`config.mk`:
```
export PLATFORM = sky130hd
export DESIGN_NAME = segregated_free_list_first_fit
export DESIGN_NICKNAME = d
export VERILOG_FILES = /design/src/design/sfl_pkg.sv /design/src/design/sfl_cell.sv /design/src/design/sfl_chain.sv /design/src/design/segregated_free_list_first_fit.sv
export VERILOG_INCLUDE_DIRS = /design/src /design/src/design
export SDC_FILE = /design/constraint.sdc
export NUM_CORES = 2
export LEC_CHECK = 0
export BUFFER_PORTS_ARGS = -buffer_cell sky130_fd_sc_hd__buf_4
export CAP_MARGIN = 0
export CORE_ASPECT_RATIO = 0.5
export CORE_MARGIN = 2
export CORE_UTILIZATION = 45
export CTS_BUF_LIST = sky130_fd_sc_hd__clkbuf_2 sky130_fd_sc_hd__clkbuf_4 sky130_fd_sc_hd__clkbuf_8
export DETAILED_ROUTE_END_ITERATION = 7
export GPL_TIMING_DRIVEN = 0
export MAX_ROUTING_LAYER = met4
export PLACE_DENSITY = 0.71
export SLEW_MARGIN = 20
export SYNTH_ARGS = -nofsm -noshare
export SYNTH_HDL_FRONTEND = slang
export SYNTH_SLANG_ARGS = --single-unit
```
`constraint.sdc`:
```
create_clock -name clk -period 11.4 [get_ports clk]
set_input_delay 0.57 -clock clk [delete_from_list [all_inputs] [get_ports clk]]
set_output_delay 0.57 -clock clk [all_outputs]
set_load 0.03 [all_outputs]
```
`src/design/segregated_free_list_first_fit_assert.svh`:
```
// Assertion macros for the segregated free list allocator.
// Included by files that carry concurrent assertions; no other dependencies.
`ifndef SEGREGATED_FREE_LIST_FIRST_FIT_ASSERT_SVH
`define SEGREGATED_FREE_LIST_FIRST_FIT_ASSERT_SVH
`ifndef SYNTHESIS
// Check prop on every rising clock edge outside of reset.
`define SFL_ASSERT(lbl, clk, rstn, prop) \
	lbl: assert property (@(posedge clk) disable iff (!(rstn)) prop) \
		else $error("sfl assertion failed");
// Check prop on every rising clock edge, reset included.
`define SFL_ASSERT_ALWAYS(lbl, clk, prop) \
	lbl: assert property (@(posedge clk) prop) \
		else $error("sfl assertion failed");
`else
`define SFL_ASSERT(lbl, clk, rstn, prop)
`define SFL_ASSERT_ALWAYS(lbl, clk, prop)
`endif
`endif

```
`src/design/sfl_pkg.sv`:
```
// Shared types and constants of the segregated free list allocator.
// No dependencies; used by sfl_cell, sfl_chain and the top level.
package sfl_pkg;

	localparam int LIST_ENTRIES_DEF = 16;
	localparam int SIZE_BITS_DEF    = 16;
	localparam int FIELD_SIZE_BITS  = 16;

	typedef enum logic [1:0] {
		STAT_OK    = 2'd0,
		STAT_FULL  = 2'd1,
		STAT_NOFIT = 2'd2
	} status_t;

	typedef enum logic {
		KIND_INSERT   = 1'b0,
		KIND_ALLOCATE = 1'b1
	} kind_t;

	typedef enum logic {
		LIST_SMALL = 1'b0,
		LIST_LARGE = 1'b1
	} list_t;

	typedef enum logic [1:0] {
		CH_HOLD = 2'd0,
		CH_PUSH = 2'd1,
		CH_PULL = 2'd2
	} chain_op_t;

	typedef enum logic {
		ST_IDLE = 1'b0,
		ST_EXEC = 1'b1
	} state_t;

	typedef struct packed {
		chain_op_t op;
	} chain_ctl_t;

	typedef struct packed {
		logic full;
		logic hit;
	} chain_stat_t;

endpackage

```
`src/design/sfl_cell.sv`:
```
// One cell of a free list: holds one block size and hands it to a neighbor.
// Depends on sfl_pkg for the chain operation codes.
module sfl_cell #(
	parameter int SIZE_BITS = sfl_pkg::SIZE_BITS_DEF
) (
	input  logic                  clk,
	input  sfl_pkg::chain_op_t    op,
	input  logic                  valid,
	input  logic [SIZE_BITS-1:0]  req,
	input  logic [SIZE_BITS-1:0]  prev_size,
	input  logic [SIZE_BITS-1:0]  next_size,
	input  logic                  found_in,
	input  logic [SIZE_BITS-1:0]  grant_in,
	output logic                  found_out,
	output logic [SIZE_BITS-1:0]  grant_out,
	output logic [SIZE_BITS-1:0]  size_out
);

	logic [SIZE_BITS-1:0] size_q;
	logic                 hit;

	assign hit       = valid && (size_q >= req);
	assign found_out = found_in || hit;
	// first hit from the head wins
	assign grant_out = (!found_in && hit) ? size_q : grant_in;
	assign size_out  = size_q;

	always_ff @(posedge clk) begin
		case (op)
			sfl_pkg::CH_PUSH: size_q <= prev_size;
			sfl_pkg::CH_PULL: begin
				// close the gap at and behind the hit
				if (found_out) begin
					size_q <= next_size;
				end
			end
			default: size_q <= size_q;
		endcase
	end

endmodule

```
`src/design/sfl_chain.sv`:
```
// One bounded free list built as a row of sfl_cell with a fill count.
// Depends on sfl_pkg and sfl_cell.
module sfl_chain #(
	parameter int LIST_ENTRIES = sfl_pkg::LIST_ENTRIES_DEF,
	parameter int SIZE_BITS    = sfl_pkg::SIZE_BITS_DEF
) (
	input  logic                  clk,
	input  logic                  arst_n,
	input  sfl_pkg::chain_ctl_t   ctl,
	input  logic [SIZE_BITS-1:0]  req,
	input  logic [SIZE_BITS-1:0]  new_size,
	output sfl_pkg::chain_stat_t  stat,
	output logic [SIZE_BITS-1:0]  grant
);

	localparam int CNT_W = $clog2(LIST_ENTRIES + 1);

	logic [CNT_W-1:0]     count_q;
	logic [SIZE_BITS-1:0] size_w  [LIST_ENTRIES];
	logic [SIZE_BITS-1:0] prev_w  [LIST_ENTRIES];
	logic [SIZE_BITS-1:0] next_w  [LIST_ENTRIES];
	logic [SIZE_BITS-1:0] grant_w [LIST_ENTRIES+1];
	logic                 found_w [LIST_ENTRIES+1];

	assign found_w[0] = 1'b0;
	assign grant_w[0] = '0;

	for (genvar i = 0; i < LIST_ENTRIES; i++) begin : g_cell
		if (i == 0) begin : g_head
			assign prev_w[i] = new_size;
		end else begin : g_body
			assign prev_w[i] = size_w[i-1];
		end
		if (i == LIST_ENTRIES - 1) begin : g_tail
			assign next_w[i] = size_w[i];
		end else begin : g_inner
			assign next_w[i] = size_w[i+1];
		end

		sfl_cell #(
			.SIZE_BITS (SIZE_BITS)
		) u_cell (
			.clk       (clk),
			.op        (ctl.op),
			.valid     (count_q > CNT_W'(i)),
			.req       (req),
			.prev_size (prev_w[i]),
			.next_size (next_w[i]),
			.found_in  (found_w[i]),
			.grant_in  (grant_w[i]),
			.found_out (found_w[i+1]),
			.grant_out (grant_w[i+1]),
			.size_out  (size_w[i])
		);
	end

	assign stat.full = (count_q == CNT_W'(LIST_ENTRIES));
	assign stat.hit  = found_w[LIST_ENTRIES];
	assign grant     = grant_w[LIST_ENTRIES];

	always_ff @(posedge clk or negedge arst_n) begin
		if (!arst_n) begin
			count_q <= '0;
		end else begin
			case (ctl.op)
				sfl_pkg::CH_PUSH: count_q <= count_q + CNT_W'(1);
				sfl_pkg::CH_PULL: count_q <= count_q - CNT_W'(1);
				default:          count_q <= count_q;
			endcase
		end
	end

endmodule

```
`src/design/segregated_free_list_first_fit.sv`:
```
// Segregated free list allocator, first fit over a small and a large list.
// Each transaction is captured, then makes one pass through both cell rows (compare,
// first-hit ripple, shift); no new item is taken until the last result is registered.
// The result sits in an output register; the next item is taken while it waits.
// Asynchronous active-low reset empties both lists; size cells are not cleared.
// Depends on sfl_pkg, sfl_chain, sfl_cell and segregated_free_list_first_fit_assert.svh.
`include "segregated_free_list_first_fit_assert.svh"

module segregated_free_list_first_fit #(
	parameter int LIST_ENTRIES = sfl_pkg::LIST_ENTRIES_DEF,
	parameter int SIZE_BITS    = sfl_pkg::SIZE_BITS_DEF
) (
	input  logic        clk,
	input  logic        arst_n,
	input  logic        in_valid,
	output logic        in_stall,
	input  logic        kind,
	input  logic        list_select,
	input  logic [15:0] block_size,
	output logic        out_valid,
	input  logic        out_stall,
	output logic [1:0]  status,
	output logic [15:0] granted_size,
	output logic        source_list
);

	localparam int FB = sfl_pkg::FIELD_SIZE_BITS;

	sfl_pkg::state_t      state_q, state_d;
	sfl_pkg::kind_t       kind_q;
	sfl_pkg::list_t       sel_q;
	logic [SIZE_BITS-1:0] req_q;

	sfl_pkg::chain_ctl_t  ctl_small, ctl_large;
	sfl_pkg::chain_stat_t stat_small, stat_large;
	logic [SIZE_BITS-1:0] grant_small, grant_large;

	logic                 accept;
	logic                 exec_go;
	sfl_pkg::status_t     status_d, status_q;
	logic [SIZE_BITS-1:0] grant_d;
	logic                 source_d;
	logic [FB-1:0]        grant_q;
	logic                 source_q;
	logic                 out_valid_q;

	assign accept = in_valid && !in_stall;

	// next state
	always_comb begin
		state_d = state_q;
		case (state_q)
			sfl_pkg::ST_IDLE: if (accept) state_d = sfl_pkg::ST_EXEC;
			sfl_pkg::ST_EXEC: if (exec_go) state_d = sfl_pkg::ST_IDLE;
			default:          state_d = sfl_pkg::ST_IDLE;
		endcase
	end

	// state outputs
	always_comb begin
		in_stall = 1'b1;
		exec_go  = 1'b0;
		case (state_q)
			sfl_pkg::ST_IDLE: in_stall = 1'b0;
			sfl_pkg::ST_EXEC: exec_go = !out_valid_q || !out_stall;
			default:          in_stall = 1'b1;
		endcase
	end

	always_ff @(posedge clk or negedge arst_n) begin
		if (!arst_n) begin
			state_q <= sfl_pkg::ST_IDLE;
		end else begin
			state_q <= state_d;
		end
	end

	always_ff @(posedge clk) begin
		if (accept) begin
			kind_q <= sfl_pkg::kind_t'(kind);
			sel_q  <= sfl_pkg::list_t'(list_select);
			req_q  <= SIZE_BITS'(block_size);
		end
	end

	// pick list operations and the result
	always_comb begin
		ctl_small.op = sfl_pkg::CH_HOLD;
		ctl_large.op = sfl_pkg::CH_HOLD;
		status_d     = sfl_pkg::STAT_OK;
		grant_d      = '0;
		source_d     = 1'b0;
		if (kind_q == sfl_pkg::KIND_INSERT) begin
			if (sel_q == sfl_pkg::LIST_SMALL) begin
				if (stat_small.full) begin
					status_d = sfl_pkg::STAT_FULL;
				end else begin
					ctl_small.op = sfl_pkg::CH_PUSH;
				end
			end else begin
				if (stat_large.full) begin
					status_d = sfl_pkg::STAT_FULL;
				end else begin
					ctl_large.op = sfl_pkg::CH_PUSH;
				end
			end
		end else begin
			if (stat_small.hit) begin
				ctl_small.op = sfl_pkg::CH_PULL;
				grant_d      = grant_small;
			end else if (stat_large.hit) begin
				ctl_large.op = sfl_pkg::CH_PULL;
				grant_d      = grant_large;
				source_d     = 1'b1;
			end else begin
				status_d = sfl_pkg::STAT_NOFIT;
			end
		end
		// touch the lists only on the cycle the result is written
		if (!exec_go) begin
			ctl_small.op = sfl_pkg::CH_HOLD;
			ctl_large.op = sfl_pkg::CH_HOLD;
		end
	end

	sfl_chain #(
		.LIST_ENTRIES (LIST_ENTRIES),
		.SIZE_BITS    (SIZE_BITS)
	) u_small (
		.clk      (clk),
		.arst_n   (arst_n),
		.ctl      (ctl_small),
		.req      (req_q),
		.new_size (req_q),
		.stat     (stat_small),
		.grant    (grant_small)
	);

	sfl_chain #(
		.LIST_ENTRIES (LIST_ENTRIES),
		.SIZE_BITS    (SIZE_BITS)
	) u_large (
		.clk      (clk),
		.arst_n   (arst_n),
		.ctl      (ctl_large),
		.req      (req_q),
		.new_size (req_q),
		.stat     (stat_large),
		.grant    (grant_large)
	);

	always_ff @(posedge clk or negedge arst_n) begin
		if (!arst_n) begin
			out_valid_q <= 1'b0;
		end else if (exec_go) begin
			out_valid_q <= 1'b1;
		end else if (!out_stall) begin
			out_valid_q <= 1'b0;
		end
	end

	always_ff @(posedge clk) begin
		if (exec_go) begin
			status_q <= status_d;
			grant_q  <= FB'(grant_d);
			source_q <= source_d;
		end
	end

	assign out_valid    = out_valid_q;
	assign status       = status_q;
	assign granted_size = grant_q;
	assign source_list  = source_q;

	`SFL_ASSERT(a_accept_busy, clk, arst_n, accept |=> in_stall)
	`SFL_ASSERT(a_push_not_full, clk, arst_n, (ctl_small.op == sfl_pkg::CH_PUSH) |-> !stat_small.full)
	`SFL_ASSERT(a_pull_on_hit, clk, arst_n, (ctl_large.op == sfl_pkg::CH_PULL) |-> (stat_large.hit && !stat_small.hit))
	`SFL_ASSERT(a_fail_no_grant, clk, arst_n, (out_valid && status != sfl_pkg::STAT_OK) |-> (granted_size == '0 && !source_list))

endmodule

```
Yosys cells after proc, flatten, opt, wreduce, memory -nomap -nowiden
Cells that the tools add are included.

Register bits: 561. Bits of input ports: 22. Output and inout port bits: 21.

$add $sub $neg: 4. $lt $le $gt $ge: 64. Eq/ne operators: 37. Muxes and demuxes: 121. Bitwise gates (word level): 2. Reduce and logical (&&, ||, !) cells: 159.

Operator list (count): $mux 16 (64); $pmux 16 s2 (30); $ge 16x16->1 (32); $gt 5x4->1 const B (16); $logic_and 1x1->1 (63); $ne 2x2->1 const B (30); $reduce_and 2->1 (30); $gt 5x3->1 const B (8); $logic_not 1->1 (32); $logic_or 1x1->1 (31); $mux 2 (11); $gt 5x1->1 const B (4); $gt 5x2->1 const B (4); $pmux 5 s2 (2); $mux 1 (13); $add 5x1->5 const B (2); $eq 5x5->1 const B (2); $sub 5x1->5 const B (2); $eq 2x1->1 const B (2); $eq 2x2->1 const B (2); $reduce_bool 2->1 (2); $ne 2x1->1 const B (1); $not 1->1 (2); $pmux 1 s2 (1); $reduce_or 2->1 (1).

Logic depth before layout (Yosys ltp)
Depth in word-level cells: 24. Depth in mapped cells: 22. Depth with buffers taken out: 19.

By module
A second synthesis with hierarchy kept.

Cell total of the unflattened synthesis: 3955. Area, all modules: 47428.0 sq um.

Modules (own cells, without submodules): sfl_cell (times used 32, cells each 116, area each 1400.1 sq um, seq. area each 480.5 sq um); segregated_free_list_first_fit (times used 1, cells each 109, area each 1569.0 sq um, seq. area each 1161.1 sq um); sfl_chain (times used 2, cells each 67, area each 528.0 sq um, seq. area each 125.1 sq um).

Least setup slack after synthesis
OpenSTA, ideal clock, no wires.

Path type: register to register. From: register req_q[10]. To: register u_small.g_cell[14].u_cell.size_q[0] (enable). Setup time: 0.399 ns. Data arrival time: 5.882 ns. Data required time: 11.001 ns. Slack: 5.119 ns. Stages on the path, launching flop included: 21. Clock period less this slack: 6.281 ns. Cells stage by stage: edfxtp_1 -> inv_1 -> ha_1 -> a21oi_1 -> a21boi_1 -> or4b_4 -> a211oi_4 -> o221a_2 -> buf_6 -> nand4_4 -> nor4b_4 -> a31oi_1 -> clkbuf_1 -> nand2_1 -> inv_1 -> ha_1 -> clkbuf_1 -> clkbuf_1 -> clkbuf_1 -> clkbuf_1 -> a31oi_1.

Longest elaborated chain between the ends: 23. Elaborated cells between the ends (all ways): 55. Classes of those cells: order compare: 16; eq/ne: 3; mux: 3; reduce/logical: 33.

RTL lines: start, declared (RTL line segregated_free_list_first_fit.sv:32) `logic [SIZE_BITS-1:0] req_q;`; start signal, assigned (RTL line segregated_free_list_first_fit.sv:82) `req_q <= SIZE_BITS'(block_size);`; $ge 16x16->1 (RTL line sfl_cell.sv:22) `assign hit = valid && (size_q >= req);`; $logic_and 1x1->1 (RTL line sfl_cell.sv:22); $logic_or 1x1->1 (15 in a row) (RTL line sfl_cell.sv:23) `assign found_out = found_in || hit;`; $mux 2 (RTL line segregated_free_list_first_fit.sv:108) `if (stat_small.hit) begin`; $mux 2 (RTL line segregated_free_list_first_fit.sv:93) `if (kind_q == sfl_pkg::KIND_INSERT) begin`; $mux 2 (RTL line segregated_free_list_first_fit.sv:120) `if (!exec_go) begin`; $eq 2x2->1 / $eq 2x1->1 (equally long branches) (RTL line sfl_cell.sv:29) `case (op)`; $ne 2x2->1 (no source line) / $reduce_bool 2->1 (equally long branches); $reduce_and 2->1 (no source line) *; end signal, assigned (RTL line sfl_cell.sv:30) `sfl_pkg::CH_PUSH: size_q <= prev_size;`; end signal, assigned (RTL line sfl_cell.sv:34) `size_q <= next_size;`; end signal, assigned (RTL line sfl_cell.sv:37) `default: size_q <= size_q;`; end, declared (RTL line sfl_cell.sv:19) `logic [SIZE_BITS-1:0] size_q;`.

Every way passes the cells marked *; elsewhere a longest branch is shown, timed or not. A chain may end at the register's enable or synchronous reset.

Worst setup path after layout
From: register req_q[4]. To: register u_small.g_cell[11].u_cell.size_q[6] (enable).

Longest elaborated chain between the ends: 23. Elaborated cells between the ends (all ways): 55. Classes of those cells: order compare: 16; eq/ne: 3; mux: 3; reduce/logical: 33.

RTL lines (RTL line): $ge 16x16->1 (sfl_cell.sv:22); $logic_and 1x1->1 (sfl_cell.sv:22); $logic_or 1x1->1 (15 in a row) (sfl_cell.sv:23); $mux 2 (segregated_free_list_first_fit.sv:108); $mux 2 (segregated_free_list_first_fit.sv:93); $mux 2 (segregated_free_list_first_fit.sv:120); $eq 2x2->1 / $eq 2x1->1 (equally long branches) (sfl_cell.sv:29); $ne 2x2->1 (no source line) / $reduce_bool 2->1 (equally long branches); $reduce_and 2->1 (no source line) *; end signal, assigned (sfl_cell.sv:30); end signal, assigned (sfl_cell.sv:34); end signal, assigned (sfl_cell.sv:37); end, declared (sfl_cell.sv:19).

Marked as above.

==> flow_summary.yaml <==
global_routing:
  grt_start_max_net_pins: 35
  grt_pass1_vias: 31030
  use_met3: 0.05203
  top_usage_layer: "met2"
  grtUsageMet2: 0.4686
  grt_remaining_overflow: 0
  antenna_found_initial: 3
  grt_use_met1: 0.4321
  grtUsageTotal: 0.3161
  grt_pass1_wl_um: 204100
clock_tree:
  cts_tree: "yes"
  cts_sinks: 561
  cts_resized: 0
  ctsLongestPathBuffers: 3
  cts_hold_buffers: 19
  insertion_delay_ps: 740
  cts_max_level: 3
  cts-root-buf: "clkbuf_8"
  post_cts_buffers: 0
  cts_made_buffers: 90
  path_clk_slew_ps: 70
timing:
  final.setup.tns_ps: 0
  hold_viol_final: 0
  slew_headroom: 0.1775
  setup_violations: 0
  clock_skew_ps: 29.54
  grt_setup_unrepaired: "false"
  fmax_mhz: 112.9
  min_period_over_period: 0.7773
  drv_slew: 0
  worst_pin_slew_ps: 1234
  min_period_ps: 8861
worst_setup_path:
  critPathLaunchType: "register"
  cp-end-kind: "register"
  crit_start: "req_q[4]"
  critPathMaxFanout: 34
  required_ps: 11880
  r2r_start: "req_q[4]"
  crit_arrival_ps: 9350
  path_class: "register to register"
  r2r_slack_ps: 2540
yosys:
  synth_most_common_cell: "edfxtp_1"
  synthTopCellsByArea: "edfxtp_1 (42%), ha_1 (17%), mux2_2 (12%)"
  synth_nets: 3972
  synthCells: 3423
  synth_edf_count: 549
  syn_area_um2: 38940
  synth_area_per_cell_um2: 11.37
  synth_top_area_frac: 0.4234
  synth_async_sr_flop_share: 0.02139
  ys.flop_type: "edfxtp_1"
  yosysTopAreaCell: "edfxtp_1"
  ys_ff_latch: 561
  ys_types: 96
  yosys_warnings: 0
  ys_top_cells_by_count: "edfxtp_1 (549), ha_1 (527), mux2_2 (413), nand2_1 (257), a21oi_1 (237)"
  ys_seq_area_frac: 0.4311
floorplanning:
  num_rows: 76
  die-area_um2: 89040
  die_w_um: 420.0
  fp.coreArea_um2: 85870
  fp.dieH_um: 212.0
  initial_utilization: 0.4534
  ios: 43
drt:
  viasPerCell: 6.690
  first_iter_violations: 4273
  post_drt_wl_per_cell_um: 28.56
  drt_pass1_iterations: 8
  routed-via-count: 32480
  route.detailed.drc: 1
  drt-total-wl_um: 138600
  ant_nets: 0
placed_design:
  placed_area_um2: 41470
  hpwl_um: 103400
  io_buffers: 42
  place_congestion: 1.015
layout:
  regArea_um2: 16790
  multi_input_area_um2: 21380
  area_growth_pct: 11.48
  nets: 4165
  design_area_um2: 43400
  drive_gt1_frac: 0.2002
  nFillCells: 7529
power:
  p_leak_nw: 16.21
  peakVddDrop_uv: 101.0
  powerDensity_nw_per_um2: 161.2
  total_power_mw: 6.996
outcome:
  outcome: "complete, but fails checks"
  violations: "design-rule violations"
job:
  drv_cap: 0
hold_path:
  worstHoldStart: "out_stall"
  hold_class: "input pin to register"
==> cells by family after synthesis <==
group	Yosys count	synth area share
and+or+nand+nor	756	0.09788
DFF	561	0.4311
buffers and inverters	231	0.02352
adders and majority gates	527	0.1693
xor gates and xnor gates	7	0.001575
AOI/OAI and AO/OA	923	0.1558
muxes	418	0.1207
==> routing by layer <==
metal / wire, um / part of all wire
met4: 6212 / 0.045
met5: 0 / 0
met3: 14540 / 0.10
met2: 60580 / 0.44
met1: 57300 / 0.41
==> cells in the final DEF, fill, tap and decap left out, drive strengths merged, types with 18 or more instances in the layout <==
| cell | n |
|---|---|
| edfxtp | 549 |
| a22oi | 38 |
| clkbuf | 219 |
| a221oi | 45 |
| a2111oi | 20 |
| a221o | 18 |
| o211ai | 26 |
| o21a | 29 |
| dlygate4sd3 | 19 |
| a21oi | 238 |
| nor2 | 151 |
| nor2b | 27 |
| a211oi | 43 |
| and2 | 20 |
| nand4 | 61 |
| clkinv | 31 |
| o22ai | 22 |
| a21o | 49 |
| ha | 527 |
| nand3 | 70 |
| a31oi | 35 |
| nor3 | 43 |
| buf | 112 |
| mux2 | 413 |
| inv | 101 |
| o21ai | 225 |
| nand2b | 25 |
| nand2 | 258 |
| and3 | 24 |
==> critical path, stage by stage, from the launching register on <==
cell      delay, ps
edfxtp_1        410
inv_4           590
ha_1            380
a21o_1          200
a211o_1         290
a41oi_1         290
o31ai_1         190
a211oi_2        570
and3_1          260
clkbuf_1        340
nor4b_4         830
a31oi_1         450
clkbuf_1        360
nand2_1         170
inv_1            60
ha_1            220
clkbuf_1        340
clkbuf_1        420
nor2_1          790
clkbuf_1        780
a31oi_2         310
buf_6           300
==> path summary, 6_finish.rpt <==
kind                                                     endpoint  depth (start not counted)
max                         u_small.g_cell[11].u_cell.size_out[6]                         21
min                                                     out_valid                          3
max reg2reg                 u_small.g_cell[11].u_cell.size_out[6]                         21
min reg2reg                u_small.g_cell[15].u_cell.size_out[12]                          0
max in group asynchronous                               out_valid                          2
min in group asynchronous                      u_large.count_q[0]                          2
==> registers in the layout, summed over array words and instances (netlist names) <==
| signal | count |
|---|---|
| state_q | 1 |
| source_list | 1 |
| u_large.g_cell.u_cell.size_out | 256 |
| kind_q | 1 |
| u_small.g_cell.u_cell.size_out | 256 |
| req_q | 16 |
| u_small.count_q | 5 |
| sel_q | 1 |
| u_large.count_q | 5 |
| out_valid | 1 |
| granted_size | 16 |
| status | 2 |
==> final cells by class <==
type	instances	area share
antenna	3	0.0001730
buffer	129	0.01222
clock buffer	122	0.03479
clock inverter	35	0.005189
inverter	102	0.009225
multi-input combinational	2631	0.4926
sequential	561	0.3867
tap	1170	0.03373
timing repair buffer	101	0.02528
==> through the flow <==
stage	utilization	worst slack [ps]	hold WS (ps)	instances
after floorplan	-	5119	274.4	3423
after global placement	0.4742	1403	440.5	4635
after detailed placement	0.4830	2718	442.6	4675
after CTS	0.5054	2673	52.30	4851
after global routing	0.5055	2282	69.41	4854
final	0.5055	2539	89.06	4854
==> power breakdown <==
part | switching (mW) | internal (mW)
combinational | 1.51 | 0.842
sequential | 0.255 | 2.57
clock | 0.898 | 0.920
total | 2.67 | 4.33
(Power assumes the default switching activity.)
